<file path="src/srt_pkg.sv">
`default_nettype none

package srt_pkg;

    localparam int DEPTH   = 16;
    localparam int IDX_W   = (DEPTH > 1) ? $clog2(DEPTH) : 1;
    localparam int CNT_W   = $clog2(DEPTH + 1);

    localparam int ID_W    = 16;
    localparam int KIND_W  = 10;
    localparam int COLOR_W = 10;
    localparam int WHEEL_W = 7;
    localparam int OWNER_W = 16;
    localparam int SLOT_W  = 4;
    localparam int OCC_W   = 5;

    typedef enum logic {
        FUNC_INSERT = 1'b0,
        FUNC_DELETE = 1'b1
    } t_func;

    typedef struct packed {
        logic [ID_W-1:0]    item_id;
        logic [KIND_W-1:0]  kind_code;
        logic [COLOR_W-1:0] color_code;
        logic [WHEEL_W-1:0] wheel_half_units;
        logic [OWNER_W-1:0] owner_id;
    } t_rec;

    // what one cell shows its neighbors
    typedef struct packed {
        logic valid;
        t_rec rec;
        logic ins;   // new record lands at or before this cell
        logic del;   // first id match is at or before this cell
    } t_link;

endpackage

`default_nettype wire

</file>
<file path="src/srt_cell.sv">
`default_nettype none

module srt_cell (
    input  wire logic          i_clk,
    input  wire logic          i_rst_n,
    input  wire logic          i_ins_en,
    input  wire logic          i_del_en,
    input  wire srt_pkg::t_rec i_new_rec,
    input  wire logic [srt_pkg::ID_W-1:0] i_del_id,
    input  wire srt_pkg::t_link i_prev,
    input  wire srt_pkg::t_link i_next,
    output srt_pkg::t_link      o_link
);
    import srt_pkg::*;

    logic r_valid;
    t_rec r_rec;
    logic n_valid;
    t_rec n_rec;
    logic gt;
    logic ins;
    logic del;
    logic match;

    always_comb begin
        gt = ({i_new_rec.kind_code, i_new_rec.wheel_half_units} <
              {r_rec.kind_code, r_rec.wheel_half_units});
        ins = !r_valid || gt;
        match = r_valid && (r_rec.item_id == i_del_id);
        del = i_prev.del || match;

        n_valid = r_valid;
        n_rec   = r_rec;
        if (i_ins_en && ins) begin
            if (i_prev.ins) begin
                n_valid = i_prev.valid;
                n_rec   = i_prev.rec;
            end else begin
                n_valid = 1'b1;
                n_rec   = i_new_rec;
            end
        end else if (i_del_en && del) begin
            n_valid = i_next.valid;
            n_rec   = i_next.rec;
        end
    end

    always_ff @(posedge i_clk) begin
        if (!i_rst_n) begin
            r_valid <= 1'b0;
        end else begin
            r_valid <= n_valid;
        end
    end

    always_ff @(posedge i_clk) begin
        r_rec <= n_rec;
    end

    assign o_link = '{valid: r_valid, rec: r_rec, ins: ins, del: del};

endmodule

`default_nettype wire

</file>
<file path="src/sorted_record_table.sv">
// Sorted record table, held in a row of cells sorted by kind code, then wheel size.
// Input channel: i_in_valid / o_in_stall carry one operation beat: i_func selects
// insert or delete-by-id, the other fields carry the record or the id to remove.
// Output channel: o_out_valid / i_out_stall carry one result beat per operation:
// success flag, slot placed or removed, and the occupied count afterward.
// Every cell compares the incoming key or id against its own entry and shifts
// from its neighbor in the same cycle, so the table updates on acceptance.
// The result beat is registered and appears in the cycle after acceptance.
// Throughput: one operation per cycle while the output side is not stalled.
// When the receiver stalls, the pending result holds and o_in_stall rises, so
// no further operation is taken until the result beat is delivered.
// Reset (synchronous, active low): all slots empty, count zero, no result pending.
// A full-table insert or an unknown id returns success 0, slot 0, count unchanged.
`default_nettype none

module sorted_record_table (
    input  wire logic                         i_clk,
    input  wire logic                         i_rst_n,
    input  wire logic                         i_in_valid,
    output logic                              o_in_stall,
    input  wire logic                         i_func,
    input  wire logic [srt_pkg::ID_W-1:0]     i_item_id,
    input  wire logic [srt_pkg::KIND_W-1:0]   i_kind_code,
    input  wire logic [srt_pkg::COLOR_W-1:0]  i_color_code,
    input  wire logic [srt_pkg::WHEEL_W-1:0]  i_wheel_half_units,
    input  wire logic [srt_pkg::OWNER_W-1:0]  i_owner_id,
    output logic                              o_out_valid,
    input  wire logic                         i_out_stall,
    output logic                              o_success,
    output logic [srt_pkg::SLOT_W-1:0]        o_slot,
    output logic [srt_pkg::OCC_W-1:0]         o_occupied_count
);
    import srt_pkg::*;

    t_link links [DEPTH];
    t_link prev_link [DEPTH];
    t_link next_link [DEPTH];
    t_rec  new_rec;

    logic             in_acc;
    logic             full;
    logic             ins_en;
    logic             del_en;
    logic             found;
    logic [IDX_W-1:0] ins_idx;
    logic [IDX_W-1:0] del_idx;
    logic [31:0]      slot_ext;
    logic [31:0]      cnt_ext;

    logic             r_out_valid;
    logic             r_success;
    logic [SLOT_W-1:0] r_slot;
    logic [OCC_W-1:0] r_occ;
    logic [CNT_W-1:0] r_count;
    logic [CNT_W-1:0] n_count;
    logic             n_success;

    assign o_in_stall = r_out_valid && i_out_stall;
    assign in_acc     = i_in_valid && !o_in_stall;
    assign full       = (r_count == CNT_W'(DEPTH));
    assign ins_en     = in_acc && (t_func'(i_func) == FUNC_INSERT) && !full;
    assign del_en     = in_acc && (t_func'(i_func) == FUNC_DELETE);
    assign found      = links[DEPTH-1].del;

    assign new_rec = '{item_id: i_item_id, kind_code: i_kind_code,
                       color_code: i_color_code,
                       wheel_half_units: i_wheel_half_units, owner_id: i_owner_id};

    always_comb begin
        for (int i = 0; i < DEPTH; i++) begin
            if (i == 0) begin
                prev_link[i] = '0;
            end else begin
                prev_link[i] = links[i-1];
            end
            if (i == DEPTH - 1) begin
                next_link[i] = '0;
            end else begin
                next_link[i] = links[i+1];
            end
        end
    end

    for (genvar g = 0; g < DEPTH; g++) begin : g_cell
        srt_cell u_cell (
            .i_clk     (i_clk),
            .i_rst_n   (i_rst_n),
            .i_ins_en  (ins_en),
            .i_del_en  (del_en),
            .i_new_rec (new_rec),
            .i_del_id  (i_item_id),
            .i_prev    (prev_link[g]),
            .i_next    (next_link[g]),
            .o_link    (links[g])
        );
    end

    // first cell of each thermometer gives the slot
    always_comb begin
        ins_idx = '0;
        del_idx = '0;
        for (int i = 0; i < DEPTH; i++) begin
            if (links[i].ins && !prev_link[i].ins) begin
                ins_idx = ins_idx | IDX_W'(i);
            end
            if (links[i].del && !prev_link[i].del) begin
                del_idx = del_idx | IDX_W'(i);
            end
        end
    end

    always_comb begin
        n_count   = r_count;
        n_success = 1'b0;
        slot_ext  = '0;
        if (t_func'(i_func) == FUNC_INSERT) begin
            if (!full) begin
                n_count   = r_count + CNT_W'(1);
                n_success = 1'b1;
                slot_ext  = 32'(ins_idx);
            end
        end else if (found) begin
            n_count   = r_count - CNT_W'(1);
            n_success = 1'b1;
            slot_ext  = 32'(del_idx);
        end
        cnt_ext = 32'(n_count);
    end

    always_ff @(posedge i_clk) begin
        if (!i_rst_n) begin
            r_out_valid <= 1'b0;
            r_count     <= '0;
        end else begin
            if (in_acc) begin
                r_out_valid <= 1'b1;
                r_count     <= n_count;
            end else if (!i_out_stall) begin
                r_out_valid <= 1'b0;
            end
        end
    end

    always_ff @(posedge i_clk) begin
        if (in_acc) begin
            r_success <= n_success;
            r_slot    <= slot_ext[SLOT_W-1:0];
            r_occ     <= cnt_ext[OCC_W-1:0];
        end
    end

    assign o_out_valid      = r_out_valid;
    assign o_success        = r_success;
    assign o_slot           = r_slot;
    assign o_occupied_count = r_occ;

endmodule

`default_nettype wire

</file>
<file path="config.mk">
export PLATFORM = sky130hd
export DESIGN_NAME = sorted_record_table
export DESIGN_NICKNAME = d
export VERILOG_FILES = /design/src/srt_pkg.sv /design/src/srt_cell.sv /design/src/sorted_record_table.sv
export SDC_FILE = /design/constraint.sdc
export NUM_CORES = 2
export LEC_CHECK = 0
export BUFFER_PORTS_ARGS = -buffer_cell sky130_fd_sc_hd__buf_2
export CAP_MARGIN = 10
export CORE_ASPECT_RATIO = 1.4
export CORE_MARGIN = 4
export CORE_UTILIZATION = 70
export DETAILED_ROUTE_END_ITERATION = 8
export PLACE_DENSITY = 0.87
export SLEW_MARGIN = 20
export SYNTH_ARGS = -nofsm -noshare
export SYNTH_HDL_FRONTEND = slang
export SYNTH_HIERARCHICAL = 1
export SYNTH_SLANG_ARGS = --single-unit
</file>
<file path="constraint.sdc">
create_clock -name i_clk -period 27.8 [get_ports i_clk]
set_clock_uncertainty 0.1 [all_clocks]
set_input_delay 4.17 -clock i_clk [delete_from_list [all_inputs] [get_ports i_clk]]
set_output_delay 4.17 -clock i_clk [all_outputs]
set_load 0.005 [all_outputs]
</file>
# Word level (Yosys, flattened, before mapping)
# Index checks and enable logic that the tools add are counted.
# W data, S select, Z words.
# totals
register_bits,976
input_bits,64
out_inout_bits,12
word_cells,451
# classes
addsub,2
n_lt_le_gt_ge,16
n_eq_ne,18
muxes,135
bitwise_logic,1
n_reduce_logical,178
# ops
op,count
$mux W59,47
$lt A17 B17 Y1,16
$eq A16 B16 Y1,16
$logic_and A1 B1 Y1,83
$mux W4,19
$mux W1,54
$logic_not A1 Y1,48
$reduce_bool A2 Y1,16
$logic_or A1 B1 Y1,31
$mux W3,8
$mux W5,3
$mux W2,4
$add A5 B1 Y5 const B,1
$eq A5 B5 Y1 const B,1
$sub A5 B1 Y5 const B,1
$ne A2 B1 Y1 const B,1
$not A1 Y1,1

# Logic depth before layout (Yosys ltp)
# logic_depth
depth_word,21
depth_mapped,40
depth_no_buf,23

# Cells and area by module
# The synthesis kept the hierarchy.
# by_module_without_submodules
mod,instances,cells_each,area_per_inst_um2,seq_area_each_um2
srt_cell (g_cell[15].u_cell ...),10,287,4194.0,1791.7
srt_cell (g_cell[0].u_cell ...),6,287,4141.5,1791.7
sorted_record_table,1,138,1178.6,420.4

# Worst setup path after synthesis
# OpenSTA, ideal clock, no wires.
# synth_timing
kind,input to register
from,in i_item_id[0] in the netlist's numbering
to,"reg g_cell[15].u_cell.r_rec, in the netlist g_cell[15].u_cell/o_link[10] (enable)"
setup_time_ns,0.656
t_arrival_ns,10.883
t_required_ns,27.044
setup_slack_ns,16.161
stages,36
n_path_buf,15
path_cell_list,xnor2_1 > nand4_1 > nor3_1 > a41o_1 > buf_4 > a41o_1 > buf_4 > a41o_1 > buf_4 > a41o_1 > buf_4 > a41o_1 > buf_4 > a41o_1 > buf_4 > a41o_1 > buf_4 > a41o_1 > buf_4 > a41o_1 > buf_4 > a41o_1 > buf_4 > a41o_1 > buf_4 > a41o_1 > buf_4 > a41o_1 > buf_4 > a41o_1 > buf_4 > a41o_1 > buf_4 > a41o_1 > nand2_1 > nand2_1
# synth_between
elab_chain_cells,19
word_cells_on_any_way,49
classes_between,16 x eq/ne; 33 x reduce/logical
# synth_rtl
element,line,text
"start, declared",sorted_record_table.sv:22,"input wire logic [srt_pkg::ID_W-1:0] i_item_id,"
$eq A16 B16 Y1,srt_cell.sv:29,match = r_valid && (r_rec.item_id == i_del_id);
$logic_and A1 B1 Y1,srt_cell.sv:29,
named net g_cell[0].u_cell.del,srt_cell.sv:22,logic del;
$logic_or A1 B1 Y1,srt_cell.sv:30,del = i_prev.del || match;
named net g_cell[1].u_cell.del,srt_cell.sv:22,
$logic_or A1 B1 Y1,srt_cell.sv:30,
named net g_cell[2].u_cell.del,srt_cell.sv:22,
$logic_or A1 B1 Y1,srt_cell.sv:30,
named net g_cell[3].u_cell.del,srt_cell.sv:22,
[... 1 more ...],-,
named net g_cell[4].u_cell.del,srt_cell.sv:22,
[... 1 more ...],-,
named net g_cell[5].u_cell.del,srt_cell.sv:22,
[... 1 more ...],-,
named net g_cell[6].u_cell.del,srt_cell.sv:22,
[... 1 more ...],-,
named net g_cell[7].u_cell.del,srt_cell.sv:22,
[... 1 more ...],-,
named net g_cell[8].u_cell.del,srt_cell.sv:22,
[... 1 more ...],-,
named net g_cell[9].u_cell.del,srt_cell.sv:22,
[... 1 more ...],-,
named net g_cell[10].u_cell.del,srt_cell.sv:22,
[... 1 more ...],-,
named net g_cell[11].u_cell.del,srt_cell.sv:22,
[... 1 more ...],-,
named net g_cell[12].u_cell.del,srt_cell.sv:22,
$logic_or A1 B1 Y1,srt_cell.sv:30,
named net g_cell[13].u_cell.del,srt_cell.sv:22,
$logic_or A1 B1 Y1,srt_cell.sv:30,
named net g_cell[14].u_cell.del,srt_cell.sv:22,
$logic_or A1 B1 Y1,srt_cell.sv:30,
named net g_cell[15].u_cell.del,srt_cell.sv:22,
$logic_and A1 B1 Y1,srt_cell.sv:42,end else if (i_del_en && del) begin
$reduce_bool A2 Y1 (no source line),-,
"end signal, assigned",srt_cell.sv:57,r_rec <= n_rec;
"end, declared",srt_cell.sv:17,t_rec r_rec;
# The timed path passes the listed nets, and every way through them passes these cells.
# A chain may end at the register's enable or synchronous reset.

==> impl_metrics.env <==
export IMPL_postCtsSetupBuffers=0
export IMPL_core_area_mm2=0.0624
export IMPL_wire_per_inst_um=22.2
export IMPL_postSynthAreaPerCell_um2=12.8
export IMPL_drc=0
export IMPL_rows=108
export IMPL_finalSetupViolCount=0
export IMPL_cap_violations=0
export IMPL_initial_core_util=0.710
export IMPL_clk_latency_ps=630
export IMPL_worst_slew_pin_slew_ps=1190
export IMPL_overflow=0
export IMPL_finalSetupTns_ps=0
export IMPL_ff_latch_area_mm2=0.0166
export IMPL_placed_cell_area_mm2=0.0441
export IMPL_diodes=0
export IMPL_synth_area_mm2=0.0443
export IMPL_start_kind="primary input"
export IMPL_period_share=0.403
export IMPL_grt_use_total=0.279
export IMPL_cts_resized=0
export IMPL_clk_root_buffer_cell="clkbuf_16"
export IMPL_drt_iter0_drc=1658
export IMPL_drive_above_1_share=0.379
export IMPL_ant_nets=0
export IMPL_fp_dieH_um=306
export IMPL_fmax_ghz=0.0893
export IMPL_via_count=27100
export IMPL_status="finished, final reports clean"
export IMPL_io_pins=76
export IMPL_timing_final_max_slew_violations=0
export IMPL_n_fill_cell=3855
export IMPL_htreeDepth=2
export IMPL_die_area_mm2=0.0675
export IMPL_antenna_found_initial=0
export IMPL_r2r_end="o_slot[0]"
export IMPL_holdBufCountCts=0
export IMPL_leakagePower_nw=19.5
export IMPL_hold_path_depth=2
export IMPL_path_class="primary input to flop"
export IMPL_min_to="r_count[4]"
export IMPL_multi_input_area_mm2=0.0247
export IMPL_rsz0062_at_grt="no"
export IMPL_cts_inserted_buffers=55
export IMPL_synthCells=3472
export IMPL_hp_start="r_count[4]"
export IMPL_die_w_um=221
export IMPL_rr_startpoint="g_cell[0].u_cell/o_link[47]"
export IMPL_rr_worst_depth=23
export IMPL_hold_viol=0
export IMPL_vias_per_cell=6.27
export IMPL_wirelength_um=95600
export IMPL_numPortBuffers=49
export IMPL_tritoncts="built"
export IMPL_fin_nets=3769
export IMPL_crit_path_max_fanout=32
export IMPL_design_area_mm2=0.0458
export IMPL_grt_max_degree=43
export IMPL_clockBufferDepth=3
export IMPL_crit_required_ps=28060
export IMPL_crit_arrival_ps=11460
export IMPL_firstDrtPassIters=5
export IMPL_grt_pass1_vias=29300
export IMPL_clk_pin_slew_worst_paths_ps=60
export IMPL_end_kind="flop"
export IMPL_area_growth_pct=3.33
export IMPL_hpwl_um=71600
export IMPL_yosysWarnings=6
export IMPL_layout_min_cycle_time_ps=11200
export IMPL_grt_pass1_wl_um=154000
export IMPL_min_path_type="flop to flop"
export IMPL_ff2ff_setup_slack_ps=20330
export IMPL_power_density_mw_per_mm2=53.7
export IMPL_cts_sinks=560
export IMPL_slew_limit_headroom=0.202
export IMPL_ir_drop_v=0.0000486
export IMPL_gp_congestion=0.912
[per-stage QoR]
stage	total power [mW]	cells	util	hold WS [ps]	setup WS (ps)
floorplan	1.60	3542	-	370	16750
global placement	1.67	4215	0.706	386	16390
detailed placement	1.71	4215	0.706	397	16170
CTS	2.46	4315	0.734	408	16780
global route	2.56	4315	0.734	433	16310
finish	2.46	4315	0.734	412	16600
[worst max-delay path, cell delays in order]
cell and delay (ps):
buf_2 600, xnor2_1 230, nand4_1 150, nor3_1 90
a41o_1 280, a41o_1 330, a41o_1 350, a41o_1 320
a41o_1 310, a41o_1 320, a41o_1 300, a41o_1 320
a41o_1 310, a41o_1 320, a41o_1 340, a41o_1 360
a41o_1 350, a41o_1 330, a41o_1 340, a41o_1 520
inv_1 150, o22ai_1 110, a2111oi_0 420, o22ai_1 120
[per-layer routing]
layer,global-route usage,vias to the layer above,part of all wire
li1,-,12600,-
met1,0.319,13400,0.38
met2,0.520,800,0.53
met3,0.0279,258,0.038
met4,0.128,0,0.048
met5,0,-,0
[sequential cells by signal, summed over array words and instances, names as in the netlist]
name and cells:
o_slot 4, o_success 1, o_occupied_count 5, r_count 5
g_cell.u_cell/o_link 528, o_out_valid 1, g_cell.u_cell/r_valid 16
[cell type report]
type,instances,area share
Multi-Input combinational cell,2428,0.538
Sequential cell,560,0.362
Clock buffer,69,0.0316
Inverter,294,0.0241
Tap cell,825,0.0225
Timing Repair Buffer,108,0.0150
Clock inverter,31,0.00658
[report_power, final]
group	internal (mW)	switching, mW
Combinational	0.321	0.282
Clock	0.423	0.327
Sequential	1.04	0.0711
[cell usage in the layout (no fill, tap or decap), types with 13 or more instances in the layout]
master,instances
o21ai_0,40
edfxtp_1,538
nand2b_1,26
inv_1,284
o21ai_1,16
clkbuf_16,56
mux2_4,518
nor2_1,41
nand3_1,77
xnor2_1,193
clkinv_1,25
mux2_2,528
a21oi_1,157
xor2_1,66
clkbuf_1,13
conb_1,71
dfxtp_1,22
and4_4,20
nor3_1,20
nor4_1,17
nand4_1,39
a41o_1,16
buf_4,59
nand2_1,122
buf_2,49
ha_1,258
[worst max path at each step]
stage                              from                            to  slack [ps]  cells after the start
final                     i_item_id[11]                     o_slot[0]       16600                     24
after global routing      i_item_id[11]                     o_slot[0]       16310                     24
after CTS                 i_item_id[11]                     o_slot[0]       16780                     24
after floorplan            i_item_id[0]  g_cell[15].u_cell/o_link[18]       16750                     36
after detailed placement  i_item_id[11]                     o_slot[0]       16170                     24
after global placement    i_item_id[11]                     o_slot[0]       16390                     24
Note: power is estimated with default switching activity, not from simulation.
